## config.mk

```make
export PLATFORM = sky130hd
export DESIGN_NAME = prim_minimum_spanning_tree
export DESIGN_NICKNAME = d
export VERILOG_FILES = /design/src/rtl/mst_pkg.sv /design/src/rtl/prim_minimum_spanning_tree.sv /design/src/rtl/mst_ram.sv /design/src/rtl/mst_scan.sv
export SDC_FILE = /design/constraint.sdc
export NUM_CORES = 2
export LEC_CHECK = 0
export BUFFER_PORTS_ARGS = -buffer_cell sky130_fd_sc_hd__buf_4
export CORE_MARGIN = 2
export CORE_UTILIZATION = 45
export CTS_CLUSTER_DIAMETER = 150
export CTS_CLUSTER_SIZE = 25
export DETAILED_ROUTE_END_ITERATION = 6
export PLACE_DENSITY = 0.68
export SLEW_MARGIN = 20
export SYNTH_ARGS = -nofsm -noshare
export SYNTH_HDL_FRONTEND = slang
export SYNTH_SLANG_ARGS = --single-unit
```

## constraint.sdc

```tcl
create_clock -name clk -period 3.55 [get_ports clk]
set_clock_uncertainty 0.15 [all_clocks]
set_input_delay 1.065 -clock clk [delete_from_list [all_inputs] [get_ports clk]]
set_output_delay 1.065 -clock clk [all_outputs]
set_load 0.05 [all_outputs]
```

## src/rtl/mst_pkg.sv

```systemverilog
// Shared types and constants for the Prim spanning tree block.
// Used by mst_scan and prim_minimum_spanning_tree; no dependencies.
package mst_pkg;

	localparam int MAX_V     = 16;
	localparam int VID_W     = $clog2(MAX_V);
	localparam int ADDR_W    = 2 * VID_W;
	localparam int RAM_DEPTH = MAX_V * MAX_V;
	localparam int WGT_W     = 16;
	localparam int TOT_W     = 20;
	localparam int CNT_W     = 5;
	localparam int IN_W      = 24;
	localparam int OUT_W     = 48;

	localparam logic CMD_LOAD = 1'b0;
	localparam logic CMD_RUN  = 1'b1;

	typedef enum logic [1:0] {
		ST_IDLE,
		ST_START,
		ST_WAIT,
		ST_PUSH
	} state_t;

	typedef struct packed {
		logic             done;
		logic             found;
		logic [WGT_W-1:0] best;
		logic [VID_W-1:0] bf;
		logic [VID_W-1:0] bt;
	} scan_st_t;

endpackage

```

## src/rtl/prim_minimum_spanning_tree.sv

```systemverilog
// Top level: weight store, visited set, run sequencer and output register.
// Depends on mst_pkg, mst_ram and mst_scan.
//
//  channel | dir | handshake          | payload
//  s_      | in  | s_tvalid/s_tready  | tuser cmd, tdata row/col/weight
//  m_      | out | m_tvalid/m_tready  | tuser edge_valid, tdata edge, tlast
//  cfg_    | in  | cfg_valid/cfg_ready| cfg_data vertex_count
//
// A load beat writes one weight. A run does one scan of all n*n matrix entries
// per chosen edge plus one final scan, n = active vertex count.
// Reset clears the weight store through per-entry valid bits, no sweep.
// While the output register holds an unaccepted beat, the sequencer waits.
module prim_minimum_spanning_tree (
	input  logic                        clk,
	input  logic                        arst_n,
	input  logic                        s_tvalid,
	output logic                        s_tready,
	input  logic [mst_pkg::IN_W-1:0]    s_tdata,  // row[3:0] col[7:4] weight[23:8]
	input  logic                        s_tuser,  // cmd
	output logic                        m_tvalid,
	input  logic                        m_tready,
	output logic [mst_pkg::OUT_W-1:0]   m_tdata,  // from[3:0] to[7:4] cost[23:8] total[43:24]
	output logic                        m_tuser,  // edge_valid
	output logic                        m_tlast,
	input  logic                        cfg_valid,
	output logic                        cfg_ready,
	input  logic [mst_pkg::CNT_W-1:0]   cfg_data
);
	import mst_pkg::*;

	state_t           state_q, state_d;
	logic [CNT_W-1:0] vcnt_q, vcount;
	logic [MAX_V-1:0] visited_q;
	logic [TOT_W-1:0] total_q, total_sat;
	logic [TOT_W:0]   sum;
	logic             pend_q;
	logic [VID_W-1:0] pf_q, pt_q;
	logic [WGT_W-1:0] pc_q;
	logic [TOT_W-1:0] ptot_q;
	logic [RAM_DEPTH-1:0] vld_q;
	logic             vld_rd_q;
	logic [WGT_W-1:0] ram_dout, rd_wgt;
	logic             rd_en;
	logic [ADDR_W-1:0] rd_addr, wr_addr;
	logic             load_we, run_go;
	logic             scan_start, out_free, push_go, out_load;
	scan_st_t         scan_st;

	logic             m_tvalid_q, m_tuser_q, m_tlast_q;
	logic [OUT_W-1:0] m_tdata_q;

	assign cfg_ready = 1'b1;
	assign m_tvalid  = m_tvalid_q;
	assign m_tdata   = m_tdata_q;
	assign m_tuser   = m_tuser_q;
	assign m_tlast   = m_tlast_q;

	assign vcount = (vcnt_q == '0) ? CNT_W'(1)
		: ((vcnt_q > CNT_W'(MAX_V)) ? CNT_W'(MAX_V) : vcnt_q);

	assign wr_addr = {s_tdata[VID_W-1:0], s_tdata[2*VID_W-1:VID_W]};
	assign load_we = s_tvalid && s_tready && (s_tuser == CMD_LOAD);
	assign run_go  = s_tvalid && s_tready && (s_tuser == CMD_RUN);
	assign rd_wgt  = vld_rd_q ? ram_dout : '0;

	assign sum       = {1'b0, total_q} + (TOT_W + 1)'(scan_st.best);
	assign total_sat = sum[TOT_W] ? '1 : sum[TOT_W-1:0];
	assign out_free  = !m_tvalid_q || m_tready;

	mst_ram #(
		.WIDTH(WGT_W),
		.DEPTH(RAM_DEPTH)
	) u_ram (
		.clk  (clk),
		.we   (load_we),
		.waddr(wr_addr),
		.wdata(s_tdata[2*VID_W+WGT_W-1:2*VID_W]),
		.re   (rd_en),
		.raddr(rd_addr),
		.rdata(ram_dout)
	);

	mst_scan u_scan (
		.clk    (clk),
		.arst_n (arst_n),
		.start  (scan_start),
		.vcount (vcount),
		.visited(visited_q),
		.rd_wgt (rd_wgt),
		.rd_en  (rd_en),
		.rd_addr(rd_addr),
		.st     (scan_st)
	);

	always_comb begin
		state_d = state_q;
		unique case (state_q)
			ST_IDLE:  if (run_go) state_d = ST_START;
			ST_START: state_d = ST_WAIT;
			ST_WAIT:  if (scan_st.done) state_d = ST_PUSH;
			ST_PUSH: begin
				if (out_free) state_d = scan_st.found ? ST_START : ST_IDLE;
			end
			default:  state_d = ST_IDLE;
		endcase
	end

	always_comb begin
		s_tready   = (state_q == ST_IDLE);
		scan_start = (state_q == ST_START);
		push_go    = (state_q == ST_PUSH) && out_free;
		out_load   = push_go && (!scan_st.found || pend_q);
	end

	always_ff @(posedge clk or negedge arst_n) begin
		if (!arst_n) begin
			state_q    <= ST_IDLE;
			vcnt_q     <= CNT_W'(MAX_V);
			visited_q  <= '0;
			total_q    <= '0;
			pend_q     <= 1'b0;
			vld_q      <= '0;
			vld_rd_q   <= 1'b0;
			m_tvalid_q <= 1'b0;
		end else begin
			state_q <= state_d;
			if (cfg_valid && cfg_ready) begin
				vcnt_q <= cfg_data;
			end
			if (load_we) begin
				vld_q[wr_addr] <= 1'b1;
			end
			if (rd_en) begin
				vld_rd_q <= vld_q[rd_addr];
			end
			if (run_go) begin
				visited_q <= MAX_V'(1);
				total_q   <= '0;
				pend_q    <= 1'b0;
			end else if (push_go && scan_st.found) begin
				visited_q[scan_st.bt] <= 1'b1;
				total_q <= total_sat;
				pend_q  <= 1'b1;
			end
			if (out_load) begin
				m_tvalid_q <= 1'b1;
			end else if (m_tready) begin
				m_tvalid_q <= 1'b0;
			end
		end
	end

	always_ff @(posedge clk) begin
		if (push_go && scan_st.found) begin
			pf_q   <= scan_st.bf;
			pt_q   <= scan_st.bt;
			pc_q   <= scan_st.best;
			ptot_q <= total_sat;
		end
		if (out_load) begin
			m_tuser_q <= pend_q;
			m_tlast_q <= !scan_st.found;
			m_tdata_q <= pend_q
				? OUT_W'({ptot_q, pc_q, pt_q, pf_q})
				: '0;
		end
	end

	// note: assertions
	a_done_in_wait: assert property (@(posedge clk) disable iff (!arst_n)
		scan_st.done |-> (state_q == ST_WAIT))
		else $error("scan done outside wait state");

	a_root_visited: assert property (@(posedge clk) disable iff (!arst_n)
		(state_q != ST_IDLE) |-> visited_q[0])
		else $error("root vertex not visited during run");

	a_noedge_last: assert property (@(posedge clk) disable iff (!arst_n)
		(m_tvalid && !m_tuser) |-> m_tlast)
		else $error("empty result beat without tlast");

	a_push_free: assert property (@(posedge clk) disable iff (!arst_n)
		(out_load && m_tvalid_q) |-> m_tready)
		else $error("output beat overwritten");

endmodule

```

## src/rtl/mst_ram.sv

```systemverilog
// Generic single write port RAM with registered read.
// No dependencies.
module mst_ram #(
	parameter int WIDTH = 16,
	parameter int DEPTH = 256
) (
	input  logic                     clk,
	input  logic                     we,
	input  logic [$clog2(DEPTH)-1:0] waddr,
	input  logic [WIDTH-1:0]         wdata,
	input  logic                     re,
	input  logic [$clog2(DEPTH)-1:0] raddr,
	output logic [WIDTH-1:0]         rdata
);

	logic [WIDTH-1:0] mem [DEPTH];

	always_ff @(posedge clk) begin
		if (we) begin
			mem[waddr] <= wdata;
		end
		if (re) begin
			rdata <= mem[raddr];
		end
	end

endmodule

```

## src/rtl/mst_scan.sv

```systemverilog
// Matrix scan unit: walks rows and columns, one shared compare keeps the best edge.
// Depends on mst_pkg; reads the weight RAM through rd_en/rd_addr.
module mst_scan (
	input  logic                          clk,
	input  logic                          arst_n,
	input  logic                          start,
	input  logic [mst_pkg::CNT_W-1:0]     vcount,
	input  logic [mst_pkg::MAX_V-1:0]     visited,
	input  logic [mst_pkg::WGT_W-1:0]     rd_wgt,
	output logic                          rd_en,
	output logic [mst_pkg::ADDR_W-1:0]    rd_addr,
	output mst_pkg::scan_st_t             st
);
	import mst_pkg::*;

	logic             busy_q;
	logic [VID_W-1:0] i_q, j_q;
	logic [VID_W-1:0] i_s1, j_s1;
	logic             v_s1, last_s1;
	logic             done_q, found_q;
	logic [WGT_W-1:0] best_q;
	logic [VID_W-1:0] bf_q, bt_q;
	logic [VID_W-1:0] nm1;
	logic             last_addr;
	logic             take;

	assign nm1       = VID_W'(vcount - CNT_W'(1));
	assign last_addr = (i_q == nm1) && (j_q == nm1);
	assign rd_en     = busy_q;
	assign rd_addr   = {i_q, j_q};

	assign take = v_s1 && (rd_wgt != '0) && visited[i_s1] && !visited[j_s1]
		&& (!found_q || (rd_wgt < best_q));

	always_ff @(posedge clk or negedge arst_n) begin
		if (!arst_n) begin
			busy_q  <= 1'b0;
			i_q     <= '0;
			j_q     <= '0;
			v_s1    <= 1'b0;
			last_s1 <= 1'b0;
			done_q  <= 1'b0;
			found_q <= 1'b0;
		end else begin
			done_q  <= v_s1 && last_s1;
			v_s1    <= busy_q;
			last_s1 <= busy_q && last_addr;
			if (start) begin
				busy_q  <= 1'b1;
				i_q     <= '0;
				j_q     <= '0;
				found_q <= 1'b0;
			end else begin
				if (busy_q) begin
					if (last_addr) begin
						busy_q <= 1'b0;
					end
					if (j_q == nm1) begin
						j_q <= '0;
						i_q <= i_q + VID_W'(1);
					end else begin
						j_q <= j_q + VID_W'(1);
					end
				end
				if (take) begin
					found_q <= 1'b1;
				end
			end
		end
	end

	always_ff @(posedge clk) begin
		i_s1 <= i_q;
		j_s1 <= j_q;
		if (take) begin
			best_q <= rd_wgt;
			bf_q   <= i_s1;
			bt_q   <= j_s1;
		end
	end

	always_comb begin
		st.done  = done_q;
		st.found = found_q;
		st.best  = best_q;
		st.bf    = bf_q;
		st.bt    = bt_q;
	end

endmodule
```

==> impl_results.md <==
* Failing checks: DRC, setup timing
* Min-Delay Endpoint: vcnt_q[0]
* Initial antenna violation count at 27
* Final period util at 1.03
* Cell variety after synth at 69
* Synth area leaders: edfxtp_1, mux4_2, dfrtp_1
* Worst R2R Setup Slack at -0.10 ns
* Synth Register Bits at 4549
* Fin area at 200000 µm²
* Number of buffers created by CTS at 203
* LEAKAGE at 64.9 nW
* Clock sinks at 4549
* Initial DRT Pass Iterations at 7
* Worst r2r path cells at 12
* Synth top area share at 0.723
* Fmax at 274 MHz
* Cell area after synthesis at 176000 µm²
* Pre-CTS setup slack at -0.987 ns
* Area of the multi-input gates at 39500 µm²
* Crit path buf inv count at 6
* Via density at 6.17
* Hold wc startpoint: cfg_data[0]
* Post-Syn Instances at 7856
* # placed instances at 13521
* Final #Nets at 8703
* Register Area at 135000 µm²
* Avg WL per Cell at 32.9 µm
* Reg2reg end: u_ram.rdata[3]
* Worst-path maximum fanout at 7
* Starting Density at 0.452
* Required time of the critical path at 4.10 ns
* Chip height at 629 µm
* Setup crit end kind: flop
* Outcome: finished, violations left
* CP arrival at 4.20 ns
* Floorplan row count at 229
* Synth Area per Inst at 22.3 µm²
* Final setup viols at 12
* Total GRT Usage at 0.229
* Setup WS post-layout at -0.101 ns
* Top-level I/O count at 88
* Slowest stage delay, CP at 0.52 ns
* Largest net degree at the start of global routing at 129
* Crit Path Class: flop to flop
* Worst R2R Start: u_scan.j_q[0]
* Placed Area at 191000 µm²
* Async set-reset flop share out of synthesis at 0.0692
* Clock buffer depth at 4
* Layout cells sized above 1 at 0.337
* Hold Path Class: primary input to flop
* Clk slew on worst S/H paths at 0.10 ns
* Filler cell count at 29471
* Clk Latency, worst-skew pair at 0.97 ns
* Slew Limit Fails at 0
* Via count of the first global-routing pass at 85111
* First DRT Iteration DRCs at 13100
* Routability congestion estimate from global placement at 0.856
* Normalized max-slew margin at 0.173
* DPL Wire Length at 275 mm
* Largest delay contributor family on the critical path: multiplexers
* Post-synthesis sequential area ratio at 0.769
* CTS tree: done
* Maxcap violations at 0
* Max IR drop VDD at 0.000454 V
* RSZ-0062 raised after global routing: yes
* Die area at 395000 µm²
* Core area at 389000 µm²
* CP Launch Type: flop
* CP cell instances: buf_12, buf_6, buf_12, buf_12, mux4_2, mux4_2, a22oi_2, buf_6, nand3_4, a21oi_4, buf_6, a221oi_2
* Leading area contributor after synthesis: edfxtp_1
* Final antenna-violating net count at 0
* P&R area growth vs syn at 14.0%
* DR vias at 86393
* CP max stage cell: mux4_2
* DRC at 45
* Minimum clock period after layout at 3.65 ns
* Finished Layout Cells at 14000
* Most used DFF post-synth: edfxtp_1
* Final-report hold violation count at 0
* Clock root buffer: clkbuf_16
* Port buffer count at 82
* Die Width at 629 µm
* EDFF count, synth at 4226
* Total gr overflow at 0
* WL final at 461 mm
* Worst Hold Depth at 2
* H-tree depth at 4
* Synth Warn # at 0
* Slew @ Worst Pin at 1.24 ns
* Power Density at 630 nW/µm²
* First-pass GRT wire length at 648 mm
==> final cells by class <==
type | instances | share of cell area
diodes | 11 | 0.000138
well taps | 5197 | 0.0325
repair buffers | 981 | 0.0651
flip-flops and latches | 4549 | 0.675
clock inverters | 6 | 0.000469
multi-input cells | 2854 | 0.198
inverters | 40 | 0.000801
clock buffers | 362 | 0.0288
==> cell usage after synthesis (5+ instances only) <==
library cell / number
buf_1: 43
xnor2_1: 18
ha_1: 38
a31oi_1: 6
dfrtp_1: 314
nand2_1: 182
mux2i_1: 127
a211oi_1: 34
and3_1: 5
mux4_2: 1283
a221oi_1: 41
a22o_1: 7
clkbuf_1: 192
nor2_1: 327
inv_1: 38
a22oi_1: 36
a21o_1: 12
nand3_1: 54
nor2b_1: 21
buf_2: 116
edfxtp_1: 4226
or2_2: 264
o21bai_1: 8
buf_4: 49
and2_1: 65
nor3_1: 20
o211ai_1: 32
nand4_1: 7
nor4_1: 11
a21oi_1: 65
o22ai_1: 49
o221ai_1: 5
o21ai_0: 35
dfxtp_1: 8
nand2b_1: 44
buf_6: 14
mux2_2: 10
==> cells in the final DEF, fill, tap and decap left out, types with 38 or more instances in the layout <==
| master | instances |
|---|---|
| edfxtp_1 | 4226 |
| mux4_2 | 1283 |
| buf_4 | 528 |
| buf_12 | 337 |
| dfrtp_1 | 308 |
| nor2_1 | 266 |
| or2_2 | 264 |
| clkbuf_16 | 215 |
| clkbuf_1 | 155 |
| nand2_1 | 152 |
| mux2i_1 | 122 |
| and2_1 | 65 |
| nor2_2 | 59 |
| o22ai_1 | 49 |
| a21oi_1 | 48 |
| nand2b_1 | 44 |
| buf_16 | 40 |
| ha_1 | 38 |
==> flip-flops by register name (all words and copies together) (netlist names), 5 cells and up <==
name / cells
vcnt_q: 5
u_ram.rdata: 16
u_ram.mem: 4096
vld_q: 256
visited_q: 16
total_q: 20
u_scan.best_q: 16
pc_q: 16
ptot_q: 20
m_tdata: 44
==> metal layers <==
metal	routed length, µm	part of all wire	GRT usage
met4	15600	0.034	0.0698
met3	46800	0.10	0.0434
met5	43	0.000093	0
met1	177000	0.38	0.322
met2	222000	0.48	0.367
==> worst max-delay path by stage <==
stage	start	end	slack, ns	cells after the start
5_1_grt	u_scan.j_q[0]	u_ram.rdata[7]	-0.13	14
3_3_place_gp	u_scan.j_q[0]	u_ram.rdata[12]	-0.96	10
2_1_floorplan	state_q[0]	u_ram.mem[222][0]	0.07	7
6_report	u_scan.j_q[0]	u_ram.rdata[3]	-0.10	12
3_5_place_dp	u_scan.j_q[0]	u_ram.rdata[12]	-0.99	10
4_1_cts	u_scan.j_q[0]	u_ram.rdata[3]	-0.05	13
==> cells by family (layout without fill, tap and decap cells) <==
group,Yosys count,after routing,synth area share
DFF,4549,4549,0.769
xor gates and xnor gates,21,21,0.00105
muxes,1420,1420,0.172
buffers and inverters,456,1389,0.0124
other,2,16,0.0000428
adders and majority gates,39,39,0.00282
and+or+nand+nor,1008,1008,0.0282
AOI/OAI and AO/OA,361,361,0.0144
==> metrics by stage <==
stage / setup TNS [ns] / hold slack (ns) / power [mW] / util
after global placement: -9.07 / 0.258 / 95.7 / 0.492
after CTS: -0.281 / 0.176 / 125 / 0.512
after global routing: -1.10 / 0.199 / 130 / 0.514
after floorplan: 0 / 0.192 / 83.7 / -
after detailed placement: -9.09 / 0.260 / 96.2 / 0.492
final: -0.720 / 0.234 / 126 / 0.515
==> report_power, final <==
group	internal, mW	switching [mW]
Sequential	59.4	0.593
Clock	11.1	16.0
Combinational	19.6	19.3
Total	90.1	35.9
==> worst reg2reg max path: stages (launching register included) <==
cell,delay (ns)
dfrtp_4,0.45
buf_12,0.18
buf_6,0.16
buf_12,0.14
buf_12,0.16
mux4_2,0.50
mux4_2,0.52
a22oi_2,0.34
buf_6,0.18
nand3_4,0.13
a21oi_4,0.27
buf_6,0.16
a221oi_2,0.03
==> repair_timing <==
| action | CTS | global route |
|---|---|---|
| endpoints found under the setup margin | 17 | 17 |
| hold buffers | 1 | 0 |
| hold endpoints to repair | 42 | 0 |
| gates resized for setup | 206 | 60 |
| setup buffers | 36 | 43 |
| pin swaps | 47 | 33 |
| cloned | 23 | 8 |
Power figures use the tool's default switching activity.
